<file path="src/rtl/core/d2q_pkg.sv">
// Shared types, constants and arithmetic helpers for the D2Q9 collision pipeline.
package d2q_pkg;

    localparam int FRAC_BITS = 24;
    localparam int DW = 32;
    localparam int RW = 26;
    localparam int PW = 64 - FRAC_BITS;
    localparam int EW = PW + 5;
    localparam int CW = (FRAC_BITS + 3 > RW + 1) ? FRAC_BITS + 3 : RW + 1;
    localparam int PIPE_DEPTH = 9;
    localparam int F_LAST = PIPE_DEPTH - 1;

    localparam logic signed [63:0] ONE = 64'sd1 <<< FRAC_BITS;
    localparam logic signed [63:0] HALF = 64'sd1 <<< (FRAC_BITS - 1);
    localparam logic [RW-1:0] RELAX_RESET = RW'(ONE);
    localparam logic signed [63:0] SAT_MAX = 64'sd2147483647;
    localparam logic signed [63:0] SAT_MIN = -64'sd2147483648;

    // Constant divider by 36: numerator split at DV_SPL, reciprocal exact below 2^DV_ZW.
    localparam int DVW = 38;
    localparam int DV_SPL = 19;
    localparam int DV_HW = DVW - DV_SPL;
    localparam int DV_ZW = 25;
    localparam int DV_MW = 26;
    localparam int DV_S = 31;
    localparam int DV_QAW = 14;
    localparam int DV_RW = DV_ZW - DV_SPL;
    localparam int DV_OFS_Q = 8192;
    localparam int DV_OFS = 36 * DV_OFS_Q;
    localparam logic [DV_MW-1:0] DV_M = 26'd59652324;

    localparam logic [3:0] DIR_REST = 4'd0;
    localparam logic [3:0] DIR_E = 4'd1;
    localparam logic [3:0] DIR_N = 4'd2;
    localparam logic [3:0] DIR_W = 4'd3;
    localparam logic [3:0] DIR_S = 4'd4;
    localparam logic [3:0] DIR_NE = 4'd5;
    localparam logic [3:0] DIR_NW = 4'd6;
    localparam logic [3:0] DIR_SW = 4'd7;
    localparam logic [3:0] DIR_SE = 4'd8;

    typedef struct packed {
        logic signed [1:0] cx;
        logic signed [1:0] cy;
        logic [2:0] ksh;
        logic ok;
    } dir_t;

    typedef struct packed {
        logic a;
        logic b;
    } div_en_t;

    // Weight k/36 with k = 16, 4, 1 is applied as a left shift by ksh.
    function automatic dir_t dir_info(input logic [3:0] d);
        dir_t r;
        case (d)
            DIR_REST: r = '{cx: 2'sd0, cy: 2'sd0, ksh: 3'd4, ok: 1'b1};
            DIR_E: r = '{cx: 2'sd1, cy: 2'sd0, ksh: 3'd2, ok: 1'b1};
            DIR_N: r = '{cx: 2'sd0, cy: 2'sd1, ksh: 3'd2, ok: 1'b1};
            DIR_W: r = '{cx: -2'sd1, cy: 2'sd0, ksh: 3'd2, ok: 1'b1};
            DIR_S: r = '{cx: 2'sd0, cy: -2'sd1, ksh: 3'd2, ok: 1'b1};
            DIR_NE: r = '{cx: 2'sd1, cy: 2'sd1, ksh: 3'd0, ok: 1'b1};
            DIR_NW: r = '{cx: -2'sd1, cy: 2'sd1, ksh: 3'd0, ok: 1'b1};
            DIR_SW: r = '{cx: -2'sd1, cy: -2'sd1, ksh: 3'd0, ok: 1'b1};
            DIR_SE: r = '{cx: 2'sd1, cy: -2'sd1, ksh: 3'd0, ok: 1'b1};
            default: r = '{cx: 2'sd0, cy: 2'sd0, ksh: 3'd0, ok: 1'b0};
        endcase
        return r;
    endfunction

    function automatic logic signed [DW+1:0] unit_mul(input logic signed [1:0] c,
                                                      input logic signed [DW-1:0] x);
        logic signed [DW+1:0] r;
        if (c == 2'sd1) begin
            r = (DW+2)'(x);
        end else if (c == -2'sd1) begin
            r = -(DW+2)'(x);
        end else begin
            r = '0;
        end
        return r;
    endfunction

    // Round to nearest, ties toward plus infinity.
    function automatic logic signed [PW-1:0] rnd(input logic signed [63:0] p);
        logic signed [63:0] s;
        s = (p + HALF) >>> FRAC_BITS;
        return s[PW-1:0];
    endfunction

    function automatic logic signed [DW-1:0] sat32(input logic signed [63:0] v);
        logic signed [DW-1:0] r;
        if (v > SAT_MAX) begin
            r = SAT_MAX[DW-1:0];
        end else if (v < SAT_MIN) begin
            r = SAT_MIN[DW-1:0];
        end else begin
            r = v[DW-1:0];
        end
        return r;
    endfunction

endpackage

</file>
<file path="src/rtl/core/d2q_div36.sv">
// Two-stage floor division of a signed numerator by 36 using reciprocal multiplies.
module d2q_div36 (
    input  logic                              aclk,
    input  d2q_pkg::div_en_t                  en,
    input  logic signed [d2q_pkg::DVW-1:0]    num,
    output logic signed [d2q_pkg::DW-1:0]     quo
);

    logic signed [d2q_pkg::DV_HW-1:0]                hi;
    logic [d2q_pkg::DV_ZW-1:0]                       z;
    logic [d2q_pkg::DV_ZW+d2q_pkg::DV_MW-1:0]        pz;
    logic [d2q_pkg::DV_QAW:0]                        qa_raw;
    logic signed [d2q_pkg::DV_QAW-1:0]               qa;
    logic signed [d2q_pkg::DV_QAW-1:0]               qa_reg;
    logic signed [d2q_pkg::DV_HW-1:0]                hi_reg;
    logic [d2q_pkg::DV_SPL-1:0]                      lo_reg;
    logic [d2q_pkg::DV_RW-1:0]                       ra;
    logic [d2q_pkg::DV_ZW-1:0]                       y;
    logic [d2q_pkg::DV_ZW+d2q_pkg::DV_MW-1:0]        py;
    logic [d2q_pkg::DV_SPL-1:0]                      qb;
    logic signed [d2q_pkg::DW-1:0]                   quo_next;
    logic signed [d2q_pkg::DW-1:0]                   quo_reg;

    // The upper part is offset by a multiple of 36 so the reciprocal sees a
    // nonnegative value; the offset is taken back out of the quotient.
    assign hi = num[d2q_pkg::DVW-1:d2q_pkg::DV_SPL];
    assign z = d2q_pkg::DV_ZW'(32'(hi) + d2q_pkg::DV_OFS);
    assign pz = z * d2q_pkg::DV_M;
    assign qa_raw = pz[d2q_pkg::DV_S +: d2q_pkg::DV_QAW+1];
    assign qa = d2q_pkg::DV_QAW'(16'(qa_raw) - 16'(d2q_pkg::DV_OFS_Q));

    always_ff @(posedge aclk) begin
        if (en.a) begin
            qa_reg <= qa;
            hi_reg <= hi;
            lo_reg <= num[d2q_pkg::DV_SPL-1:0];
        end
    end

    // The remainder of the upper part joins the lower bits; that quotient
    // is below 2^DV_SPL and simply fills the low bits.
    assign ra = d2q_pkg::DV_RW'(32'(hi_reg) - 32'(qa_reg) * 36);
    assign y = {ra, lo_reg};
    assign py = y * d2q_pkg::DV_M;
    assign qb = py[d2q_pkg::DV_S +: d2q_pkg::DV_SPL];
    assign quo_next = $signed(d2q_pkg::DW'({qa_reg, qb}));

    always_ff @(posedge aclk) begin
        if (en.b) begin
            quo_reg <= quo_next;
        end
    end

    assign quo = quo_reg;

endmodule

</file>
<file path="config.mk">
export PLATFORM = sky130hd
export DESIGN_NAME = d2q_div36
export DESIGN_NICKNAME = d
export VERILOG_FILES = /design/src/rtl/core/d2q_pkg.sv /design/src/rtl/core/d2q_div36.sv
export SDC_FILE = /design/constraint.sdc
export NUM_CORES = 1
export LEC_CHECK = 0
export BUFFER_PORTS_ARGS = -buffer_cell sky130_fd_sc_hd__buf_2
export CORE_UTILIZATION = 45
export DETAILED_ROUTE_END_ITERATION = 8
export MAX_ROUTING_LAYER = met4
export PLACE_DENSITY = 0.6
export SYNTH_ARGS = -nofsm -noshare
export SYNTH_HDL_FRONTEND = slang
export SYNTH_SLANG_ARGS = --single-unit
</file>
<file path="constraint.sdc">
create_clock -name aclk -period 17.2 [get_ports aclk]
set_input_delay 4.3 -clock aclk [delete_from_list [all_inputs] [get_ports aclk]]
set_output_delay 4.3 -clock aclk [all_outputs]
set_load 0.02 [all_outputs]
</file>
# After elaboration in Yosys (flattened, before gate mapping)
# Cells that the tools add are included.
dict set report totals {
  rom_bits 0
  reg_bits 71
  ramBits 0
  n_memories 0
  in_bits 41
  out_inout_bits 32
  latch_bits 0
  wordCells 10
}
dict set report op_classes {
  bitwise 0
  multipliers 3
  reduce_logical 0
  order_cmp 0
  n_eq_ne 0
  div_mod_pow 0
  n_shift 0
  mux 0
  addsub 3
}
# cell n
set ops {}
lappend ops {{$mul A25 B24 Y48 const B} 1}
lappend ops {{$mul A25 B24 Y43 const B} 1}
lappend ops {{$add A19 B20 Y21 const B} 1}
lappend ops {{$mul A14 B5 Y4 const B} 1}
lappend ops {{$sub A14 B14 Y14 const B} 1}
lappend ops {{$sub A6 B6 Y6} 1}

# Logic depth before layout (Yosys ltp)
# Gate-level depths: netlist of the first run.
dict set report logic_depth {
  depth_word 3
  mapped_depth 30
  mapped_depth_nobuf 29
}

# Least setup slack after synthesis of the first run
# Ideal clock, no wire load.
dict set report synth_timing {
  path_kind {input to register}
  start {input port num[34] (netlist name)}
  end {register qa_reg[9] (netlist name) (data pin)}
  arrival_ps 9969
  path_slack_ps 6973
  required_time_ps 16942
  setup_ps 258
  path_stages 24
  cell_sequence {ha_1 -> xnor2_1 -> fa_1 -> inv_1 -> ha_1 -> ha_1 -> inv_1 -> fa_1 -> inv_1 -> fa_1 -> fa_1 -> inv_1 -> fa_1 -> inv_1 -> ha_1 -> a21o_1 -> a21o_1 -> a21oi_1 -> o31a_1 -> a21oi_1 -> a211o_1 -> or3_1 -> a31oi_1 -> xnor2_1}
}
dict set report synth_between {
  elab_chain_cells 3
}
# item line
set synth_rtl {}
lappend synth_rtl {{start: declaration} d2q_div36.sv:5} ;# input logic signed [d2q_pkg::DVW-1:0] num,
lappend synth_rtl {{$add A19 B20 Y21} d2q_div36.sv:27} ;# assign z = d2q_pkg::DV_ZW'(32'(hi) + d2q_pkg::DV_OFS);
lappend synth_rtl {{$mul A25 B24 Y43} d2q_div36.sv:28} ;# assign pz = z * d2q_pkg::DV_M;
lappend synth_rtl {{named net pz (one bit)} d2q_div36.sv:11} ;# logic [d2q_pkg::DV_ZW+d2q_pkg::DV_MW-1:0] pz;
lappend synth_rtl {{$sub A14 B14 Y14} d2q_div36.sv:30} ;# assign qa = d2q_pkg::DV_QAW'(16'(qa_raw) - 16'(d2q_pkg::DV_OFS_Q));
lappend synth_rtl {{end signal: assignment} d2q_div36.sv:34} ;# qa_reg <= qa;
lappend synth_rtl {{end: declaration} d2q_div36.sv:14} ;# logic signed [d2q_pkg::DV_QAW-1:0] qa_reg;
# The timed path passes the listed nets, and every way through them passes these cells.
# A chain may end at the register's enable or synchronous reset.

# Worst setup path in the final report of the first run
# Same ends and word-level chain as after synthesis.

==> results of run 1 <==
==> routing by layer <==
layer  global-route usage  routed length [um]  share of wire  vias up
li1                     -                   -              -     5187
met2               0.3785               19180           0.52      132
met4              0.05291                 637          0.017        0
met5                    -                   0              0        -
met1               0.2652               16360           0.44     5219
met3              0.02065                 958          0.026       35
==> logic make-up after synthesis <==
group | count (synthesis) | share of synthesized area
compound gates | 159 | 0.06373
xor+xnor | 58 | 0.03040
fa+ha+maj | 671 | 0.6274
buf+inv | 523 | 0.1182
flops | 70 | 0.1258
simple gates | 117 | 0.03445
==> placed cells by master, fill, tap and decap left out, types with 2 or more instances in the layout <==
cell,n
a21oi_1,59
and3_2,3
a21o_1,33
edfxtp_1,70
nand4_1,12
a221o_1,2
and2_1,3
o211ai_1,2
nand3_1,14
and3_1,2
nor2b_1,5
fa_1,278
buf_2,72
a31oi_1,2
xnor2_1,38
o21ai_0,18
ha_1,393
a211o_1,3
o21bai_1,3
nand2_1,32
inv_6,2
xor2_1,20
nor3_1,6
a211oi_1,7
a31o_2,2
a21o_2,4
o22ai_1,4
nor2_1,29
inv_1,521
o2111ai_1,2
clkbuf_16,9
o21a_1,6
or3_1,2
bufinv_16,2
==> worst min-delay path by stage <==
stage                     endpoint  cells past startpoint
after floorplan            quo[23]                      0
after global placement     quo[26]                      0
after detailed placement   quo[26]                      0
after CTS                  quo[26]                      0
after global routing       quo[26]                      0
final                      quo[26]                      0
==> worst max-delay path, cell delays in order <==
cell and delay, ps:
buf_2 200, nand3_1 120, xnor2_1 410, inv_1 250, fa_1 550, inv_1 60, ha_1 320, ha_1 300
inv_1 50, fa_1 520, inv_1 60, fa_1 490, fa_1 490, inv_1 50, fa_1 470, inv_1 40
ha_1 290, a21o_1 180, a21o_1 170, a21oi_1 140, o31a_1 230, a21oi_1 80, a211o_1 240, or3_1 380
a31oi_1 220, xnor2_1 90
==> through the flow <==
step	hold WS, ps	cells
6_report	422.4	2153
2_1_floorplan	400.3	1598
3_3_place_gp	411.1	2136
5_1_grt	425.3	2153
3_5_place_dp	408.8	2136
4_1_cts	425.2	2152
==> cell type report <==
class / count / area, um^2 / area share
multi-input combinational: 1005 / 12630 / 0.7030
sequential: 70 / 2102 / 0.1170
inverter: 521 / 1956 / 0.1088
tap: 468 / 585.6 / 0.03259
timing repair buffer: 72 / 360.3 / 0.02006
clock buffer: 9 / 225.2 / 0.01253
clock inverter: 7 / 105.1 / 0.005850
antenna: 1 / 2.502 / 0.0001393
==> metrics.md, run 1 <==
| Metric | Value |
|---|---|
| Run status | `finished clean` |
| Number of global-route vias before repair | `11,730` |
| RSZ-0062 raised after global routing | `no` |
| Die area | `37,900 um^2` |
| Worst slew margin | `0.4414` |
| GPL Wtd Cong | `around 0.95` |
| Final min period | `10,560 ps` |
| Max FO, Critical Path | `7` |
| Setup TNS | `0 ps` |
| Ranking of synthesized cells by area | `fa_1 33%, ha_1 29%, edfxtp_1 13%` |
| Post-synthesis sequential area ratio | `0.1258` |
| CP Data Required Time | `17,310 ps` |
| Top-count cell post-synth | `inv_1` |
| Routed WL | `approximately 37,000 um` |
| Post-CTS resize count | `0` |
| Starting density of the core | `0.4564` |
| Post-CTS setup buffers | `0` |
| CP Class | `in2reg` |
| Ys async rst share | `0` |
| Final instance area | `17,970 um^2` |
| Clock transition at path regs | `about 60 ps` |
| Core ar. | `36,610 um^2` |
| Dpl hpwl | `34,190 um` |
| Yosys warnings | `0` |
| Worst reg-to-reg path cell count | `28` |
| Dominant synthesized flop cell | `edfxtp_1` |
| Buffers added on ports | `~70` |
| Max-cap violations | `0` |
| Gr ovfl total | `0` |
| Yosys reg bits | `70` |
| DR DRC count | `0` |
| Die span in y | `194.7 um` |
| Pin count of the biggest net entering global routing | `39` |
| R2R Path End | `quo[16]` |
| DP Area | `17,630 um^2` |
| FP Rows | `70` |
| Worst slack at placement | `6269 ps` |
| Share of cells above drive strength 1 | `0.06235` |
| Clk_lat worst skew | `360 ps` |
| Post-synth EDFFs | `70` |
| CTS tree | `built` |
| Mapped Cells | `1,598` |
| Commonest cells post-synth | `521 x inv_1, 393 x ha_1, 278 x fa_1` |
| Clk buf depth | `2` |
| Routed Antenna Nets | `0` |
| Share of the synthesized area in the top cell type | `0.3331` |
| Setup ws final | `6639 ps` |
| Via Count | `10,570` |
| Final setup fails | `0` |
| CP endpoint | `qa_reg[9]` |
| CTS root buf | `clkbuf_16` |
| Pins over their slew limit | `0` |
| Mapped cell area | `16,710 um^2` |
| Hold Path Origin | `qa_reg[7]` |
| Worst hold path type | `reg2reg` |
| Distinct cells, synth | `between 50 and 60` |
| First-pass GRT wire length | `60,660 um` |
| # clock sinks | `70` |
| Avg Vias per Cell | `between 4 and 5` |
| Fmax | `around 95 MHz` |
| Crit start category | `input port` |
| Layout Nets | `2,391` |
| Final hold viol count | `0` |
| CP Launch Point | `num[34]` |
| Cell taking the most area after synthesis | `fa_1` |
| Synthesized Nets | `2,310` |
| Worst R2R Setup Slack | `~9500 ps` |
| Critical Path Sink Type | `flip-flop` |
| Worst Path Arrival | `10,670 ps` |
| Worst-Margin Slew | `837.9 ps` |
| Num CTS Buffers | `9` |
| Post-CTS Hold Buffers | `0` |
| Area grow syn2layout | `7.533%` |
| DRT Pass-1 Iters | `5` |
| Syn_area_per_cell | `10.46 um^2` |
| H-tree levels | `3` |
| Initial antenna violation count | `1` |
| Period utilization | `0.6140` |
| Clk_skew | `about 15 ps` |
| Die outline width | `194.7 um` |
| Overall Global Routing Usage | `0.2152` |
| IO Pins | `73` |
| Final Util | `0.4908` |
| Starting DRC count in detailed routing | `376` |
| Max reg flops | `32` |
| # fillers | `about 3,400` |
| Reg2reg start | `qa_reg[1]` |
| WL/cell | `about 17 um` |
Power of run 1 is not shown: default switching activity piles up to over one toggle a cycle in this logic, so the estimate is an artifact.
==> run 2, diff against run 1 <==
Clock period 17.2 ns to 10.1 ns, I/O delays scaled along.
==> metrics.md, run 2 (same netlist as run 1, synthesis figures left out) <==
| Metric | Value |
|---|---|
| CP Data Required Time | `10,220 ps (-7090 ps)` |
| RSZ-0062 raised after global routing | `no` |
| Post-CTS Hold Buffers | `0 (unchanged)` |
| Fmax | `113.5 MHz` |
| Met2 WL | `19,080 um (-0.53%)` |
| Starting density of the core | `0.4564 (unchanged)` |
| H-tree levels | `3 (unchanged)` |
| Run status | `finished clean` |
| Hold Crit Depth | `0 (unchanged)` |
| Worst Path Arrival | `8930 ps (-1740 ps)` |
| Avg Vias per Cell | `4.910 (about the same)` |
| CP Class | `in2reg` |
| # clock sinks | `70 (unchanged)` |
| Overall Global Routing Usage | `0.2160 (+0.0008052)` |
| Final min period | `8812 ps` |
| CTS tree | `built` |
| Dpl hpwl | `34,400 um (+0.60%)` |
| Pin count of the biggest net entering global routing | `39 (unchanged)` |
| Gr ovfl total | `0 (unchanged)` |
| Number of global-route vias before repair | `11,760 (+0.23%)` |
| Max reg flops | `32 (unchanged)` |
| Top Metal Used | `met4` |
| Share of cells above drive strength 1 | `0.06235 (unchanged)` |
| Post-CTS resize count | `0 (unchanged)` |
| FP Rows | `70 (unchanged)` |
| Final hold viol count | `0 (unchanged)` |
| Commonest non-fill, non-tap cell in the layout | `inv_1` |
| GPL Wtd Cong | `0.9468 (-0.74%)` |
| Clk_lat worst skew | `360 ps (about the same)` |
| Clk_skew | `11.66 ps (-3.318 ps)` |
| Routed wire length on met3 | `883 um (-7.8%)` |
| First-pass GRT wire length | `60,640 um (about the same)` |
| CTS root buf | `clkbuf_16` |
| Post-CTS setup buffers | `0 (unchanged)` |
| Final Util | `0.4909 (about the same)` |
| Setup TNS | `0 ps (unchanged)` |
| Die outline width | `194.7 um (unchanged)` |
| DRT Pass-1 Iters | `6 (+1)` |
| Buffers added on ports | `72 (unchanged)` |
| Die span in y | `194.7 um (unchanged)` |
| Layout Nets | `2,391 (unchanged)` |
| Pins over their slew limit | `0 (unchanged)` |
| WL/cell | `17.30 um (+0.31%)` |
| Crit start category | `input port` |
| Max-cap violations | `0 (unchanged)` |
| Routed WL | `37,290 um (+0.41%)` |
| Via Count | `10,580 (+0.085%)` |
| Final hold slack | `421.8 ps (-0.6520 ps)` |
| Area grow syn2layout | `7.563% (about the same)` |
| Starting DRC count in detailed routing | `412 (+9.6%)` |
| Most frequent cells in the layout | `521 x inv_1, 393 x ha_1, 278 x fa_1` |
| Num CTS Buffers | `9 (unchanged)` |
| Critical Path Sink Type | `flip-flop` |
| Core ar. | `36,610 um^2 (unchanged)` |
| Worst slew margin | `0.4276 (-0.01380)` |
| Routed Antenna Nets | `0 (unchanged)` |
| DR DRC count | `0 (unchanged)` |
| M1 WL | `16,460 um (+0.61%)` |
| Worst-Margin Slew | `858.6 ps (+20.69 ps)` |
| Clock transition at path regs | `60 ps (about the same)` |
| Worst reg-to-reg path cell count | `28 (unchanged)` |
| IO Pins | `73 (unchanged)` |
| Worst hold path type | `reg2reg` |
| Clk buf depth | `2 (unchanged)` |
| # fillers | `3,471 (+1.8%)` |
| Die area | `37,900 um^2 (unchanged)` |
| Period utilization | `0.8725` |
| Max FO, Critical Path | `7 (unchanged)` |
| Final setup fails | `0 (unchanged)` |
| Initial antenna violation count | `2 (+1)` |
-- run 2: layout make-up --
| type | count | area [um^2] | area share |
|---|---|---|---|
| diodes | 3 | 7.507 | 0.0004177 |
| flip-flops and latches | 70 | 2102 | 0.1170 |
| well taps | 468 | 585.6 | 0.03258 |
| repair buffers | 72 | 360.3 | 0.02005 |
| clock inverters | 7 | 105.1 | 0.005848 |
| multi-input cells | 1005 | 12630 | 0.7028 |
| inverters | 521 | 1956 | 0.1088 |
| clock buffers | 9 | 225.2 | 0.01253 |
-- run 2: routing by layer --
layer	vias to the layer above	track usage
met4	0	0.07055
met3	42	0.02221
met5	-	-
met1	5208	0.2590
li1	5190	-
met2	142	0.3794
-- run 2: worst max-delay path: stages --
cell	delay [ps]
buf_2	190
nand3_1	110
xnor2_1	440
inv_1	260
fa_1	550
inv_1	60
ha_1	320
ha_1	300
inv_1	50
fa_1	510
inv_1	60
fa_1	490
fa_1	500
inv_1	50
fa_1	470
inv_1	40
ha_1	280
a21o_1	180
a21o_1	170
a21oi_1	140
o31a_1	200
a21oi_1	80
a211o_1	250
or3_1	380
a31oi_1	230
xnor2_1	80
-- run 2: final timing paths --
path / start / to / slack [ps]
worst max-delay path: num[34] / qa_reg[9] / 1290
worst min-delay path: qa_reg[7] / quo[26] / 420
worst max register to register: qa_reg[1] / quo[16] / 2410
worst min register to register: qa_reg[7] / quo[26] / 420
-- run 2: per-stage QoR --
step | cell area [um^2] | setup WS [ps] | instances
floorplan | 16710 | 1648 | 1598
global placement | 17630 | 1087 | 2136
detailed placement | 17630 | 871.6 | 2136
CTS | 17960 | 1281 | 2152
global route | 17970 | 944.9 | 2154
finish | 17970 | 1288 | 2155
Power of run 2 is left out for the same reason.
==> run 3, diff against run 2 <==
Settings changed: CORE_ASPECT_RATIO from default to 2.
==> metrics.md, run 3 (same netlist as run 1, synthesis figures left out) <==
| Metric | Value |
|---|---|
| Max FO, Critical Path | `7 (unchanged)` |
| Die outline width | `138.3 um (-29%)` |
| # clock sinks | `70 (unchanged)` |
| Starting DRC count in detailed routing | `363 (-12%)` |
| FP Rows | `99 (+41%)` |
| Initial antenna violation count | `3 (+1)` |
| Reg2reg start | `qa_reg[1]` |
| Worst-Margin Slew | `955.5 ps (+96.83 ps)` |
| Commonest non-fill, non-tap cell in the layout | `inv_1` |
| H-tree levels | `3 (unchanged)` |
| Clk_lat worst skew | `360 ps (about the same)` |
| R2R Path End | `quo[16]` |
| Post-CTS resize count | `0 (unchanged)` |
| Failing checks | `DRC` |
| Max-cap violations | `0 (unchanged)` |
| CP endpoint | `qa_reg[9]` |
| Clk buf depth | `2 (unchanged)` |
| Number of global-route vias before repair | `12,560 (+6.8%)` |
| First-pass GRT wire length | `69,020 um (+14%)` |
| Period utilization | `0.8752 (+0.002738)` |
| CP Data Required Time | `10,210 ps (about the same)` |
| Share of cells above drive strength 1 | `0.06235 (unchanged)` |
| Clock transition at path regs | `60 ps (about the same)` |
| Worst slack at placement | `874.4 ps (+2.790 ps)` |
| Area grow syn2layout | `7.174%` |
| Setup ws final | `1260 ps (-27.65 ps)` |
| Layout Nets | `2,391 (unchanged)` |
| Die span in y | `274.5 um (+41%)` |
| RSZ-0062 raised after global routing | `no` |
| Final setup fails | `0 (unchanged)` |
| WL/cell | `21.10 um (+22%)` |
| Final min period | `8840 ps (+27.65 ps)` |
| DRT Pass-1 Iters | `6 (unchanged)` |
| Overall Global Routing Usage | `0.2611 (+0.04507)` |
| DR DRC count | `2 (+2)` |
| Register area | `2102 um^2 (unchanged)` |
| Buffers added on ports | `72 (unchanged)` |
| Area of the multi-input gates | `12,630 um^2 (unchanged)` |
| Max reg flops | `32 (unchanged)` |
| CP Class | `in2reg` |
| Final hold viol count | `0 (unchanged)` |
| Post-CTS setup buffers | `0 (unchanged)` |
| Starting density of the core | `0.4573 (+0.0008595)` |
| Gr ovfl total | `0 (unchanged)` |
| Die area | `37,950 um^2 (+0.13%)` |
| Pin count of the biggest net entering global routing | `39 (unchanged)` |
| Final hold slack | `420.9 ps (-0.8490 ps)` |
| Clk_skew | `11.71 ps (+0.04920 ps)` |
| Dpl hpwl | `42,070 um (+22%)` |
| Routed WL | `45,170 um (+21%)` |
| Routed Antenna Nets | `0 (unchanged)` |
| Crit start category | `input port` |
| Pins over their slew limit | `0 (unchanged)` |
| CTS root buf | `clkbuf_16` |
| CTS tree | `built` |
| Num CTS Buffers | `9 (unchanged)` |
| Core ar. | `36,540 um^2 (-0.19%)` |
| Worst slew margin | `0.3630 (-0.06455)` |
| IO Pins | `73 (unchanged)` |
| Worst reg-to-reg path cell count | `28 (unchanged)` |
| Worst hold path type | `reg2reg` |
| Avg Vias per Cell | `5.160 (+5.1%)` |
| Most frequent cells in the layout | `521 x inv_1, 393 x ha_1, 278 x fa_1` |
| Critical Path Sink Type | `flip-flop` |
| CP Launch Point | `num[34]` |
| Via Count | `11,050 (+4.4%)` |
| Run status | `complete, but fails checks` |
| Post-CTS Hold Buffers | `0 (unchanged)` |
| GPL Wtd Cong | `0.9777 (+3.3%)` |
| Fmax | `113.1 MHz (-0.31%)` |
| Setup TNS | `0 ps (unchanged)` |
| Worst R2R Setup Slack | `2120 ps (-290 ps)` |
| # fillers | `3,352 (-3.4%)` |
| Worst Path Arrival | `8950 ps (+20 ps)` |
[run 3: how the worst min path moves through the flow]
stage              end  cells after the start  slack, ps      start
2_1_floorplan  quo[23]                      0        400  qa_reg[4]
3_3_place_gp   quo[24]                      0        400  qa_reg[5]
3_5_place_dp   quo[23]                      0        420  qa_reg[4]
4_1_cts        quo[23]                      0        420  qa_reg[4]
5_1_grt        quo[23]                      0        420  qa_reg[4]
6_report       quo[23]                      0        420  qa_reg[4]
[run 3: cell type report]
| type | instances | area share |
|---|---|---|
| Multi-Input combinational cell | 1005 | 0.7054 |
| Sequential cell | 70 | 0.1174 |
| Inverter | 521 | 0.1092 |
| Tap cell | 454 | 0.03172 |
| Timing Repair Buffer | 72 | 0.02012 |
| Clock buffer | 9 | 0.01258 |
| Clock inverter | 7 | 0.003214 |
| Antenna cell | 3 | 0.0004192 |
[run 3: metrics by stage]
step | util | instance area (um^2) | cells
after global placement | 0.4821 | 17620 | 2122
after detailed placement | 0.4821 | 17620 | 2122
final | 0.4901 | 17910 | 2141
after CTS | 0.4898 | 17900 | 2138
after floorplan | - | 16710 | 1598
after global routing | 0.4901 | 17910 | 2141
[run 3: worst max-delay path, stage by stage]
cell and delay, ps:
buf_2 210, nand3_1 120, xnor2_1 410, inv_1 250
fa_1 560, inv_1 60, ha_1 320, ha_1 300
inv_1 50, fa_1 500, inv_1 60, fa_1 490
fa_1 490, inv_1 50, fa_1 480, inv_1 50
ha_1 290, a21o_1 180, a21o_1 170, a21oi_1 140
o31a_1 220, a21oi_1 90, a211o_1 230, or3_1 370
a31oi_1 250, xnor2_1 100
[run 3: routing by layer]
metal / routed length, um / share of wire / vias to the layer above / GRT usage
met5: 0 / 0 / - / -
met4: 4501 / 0.10 / 0 / 0.2280
met3: 812 / 0.018 / 159 / 0.02340
met2: 27610 / 0.61 / 224 / 0.5391
met1: 12250 / 0.27 / 5479 / 0.1934
li1: - / - / 5185 / -
Power of run 3 is left out for the same reason.
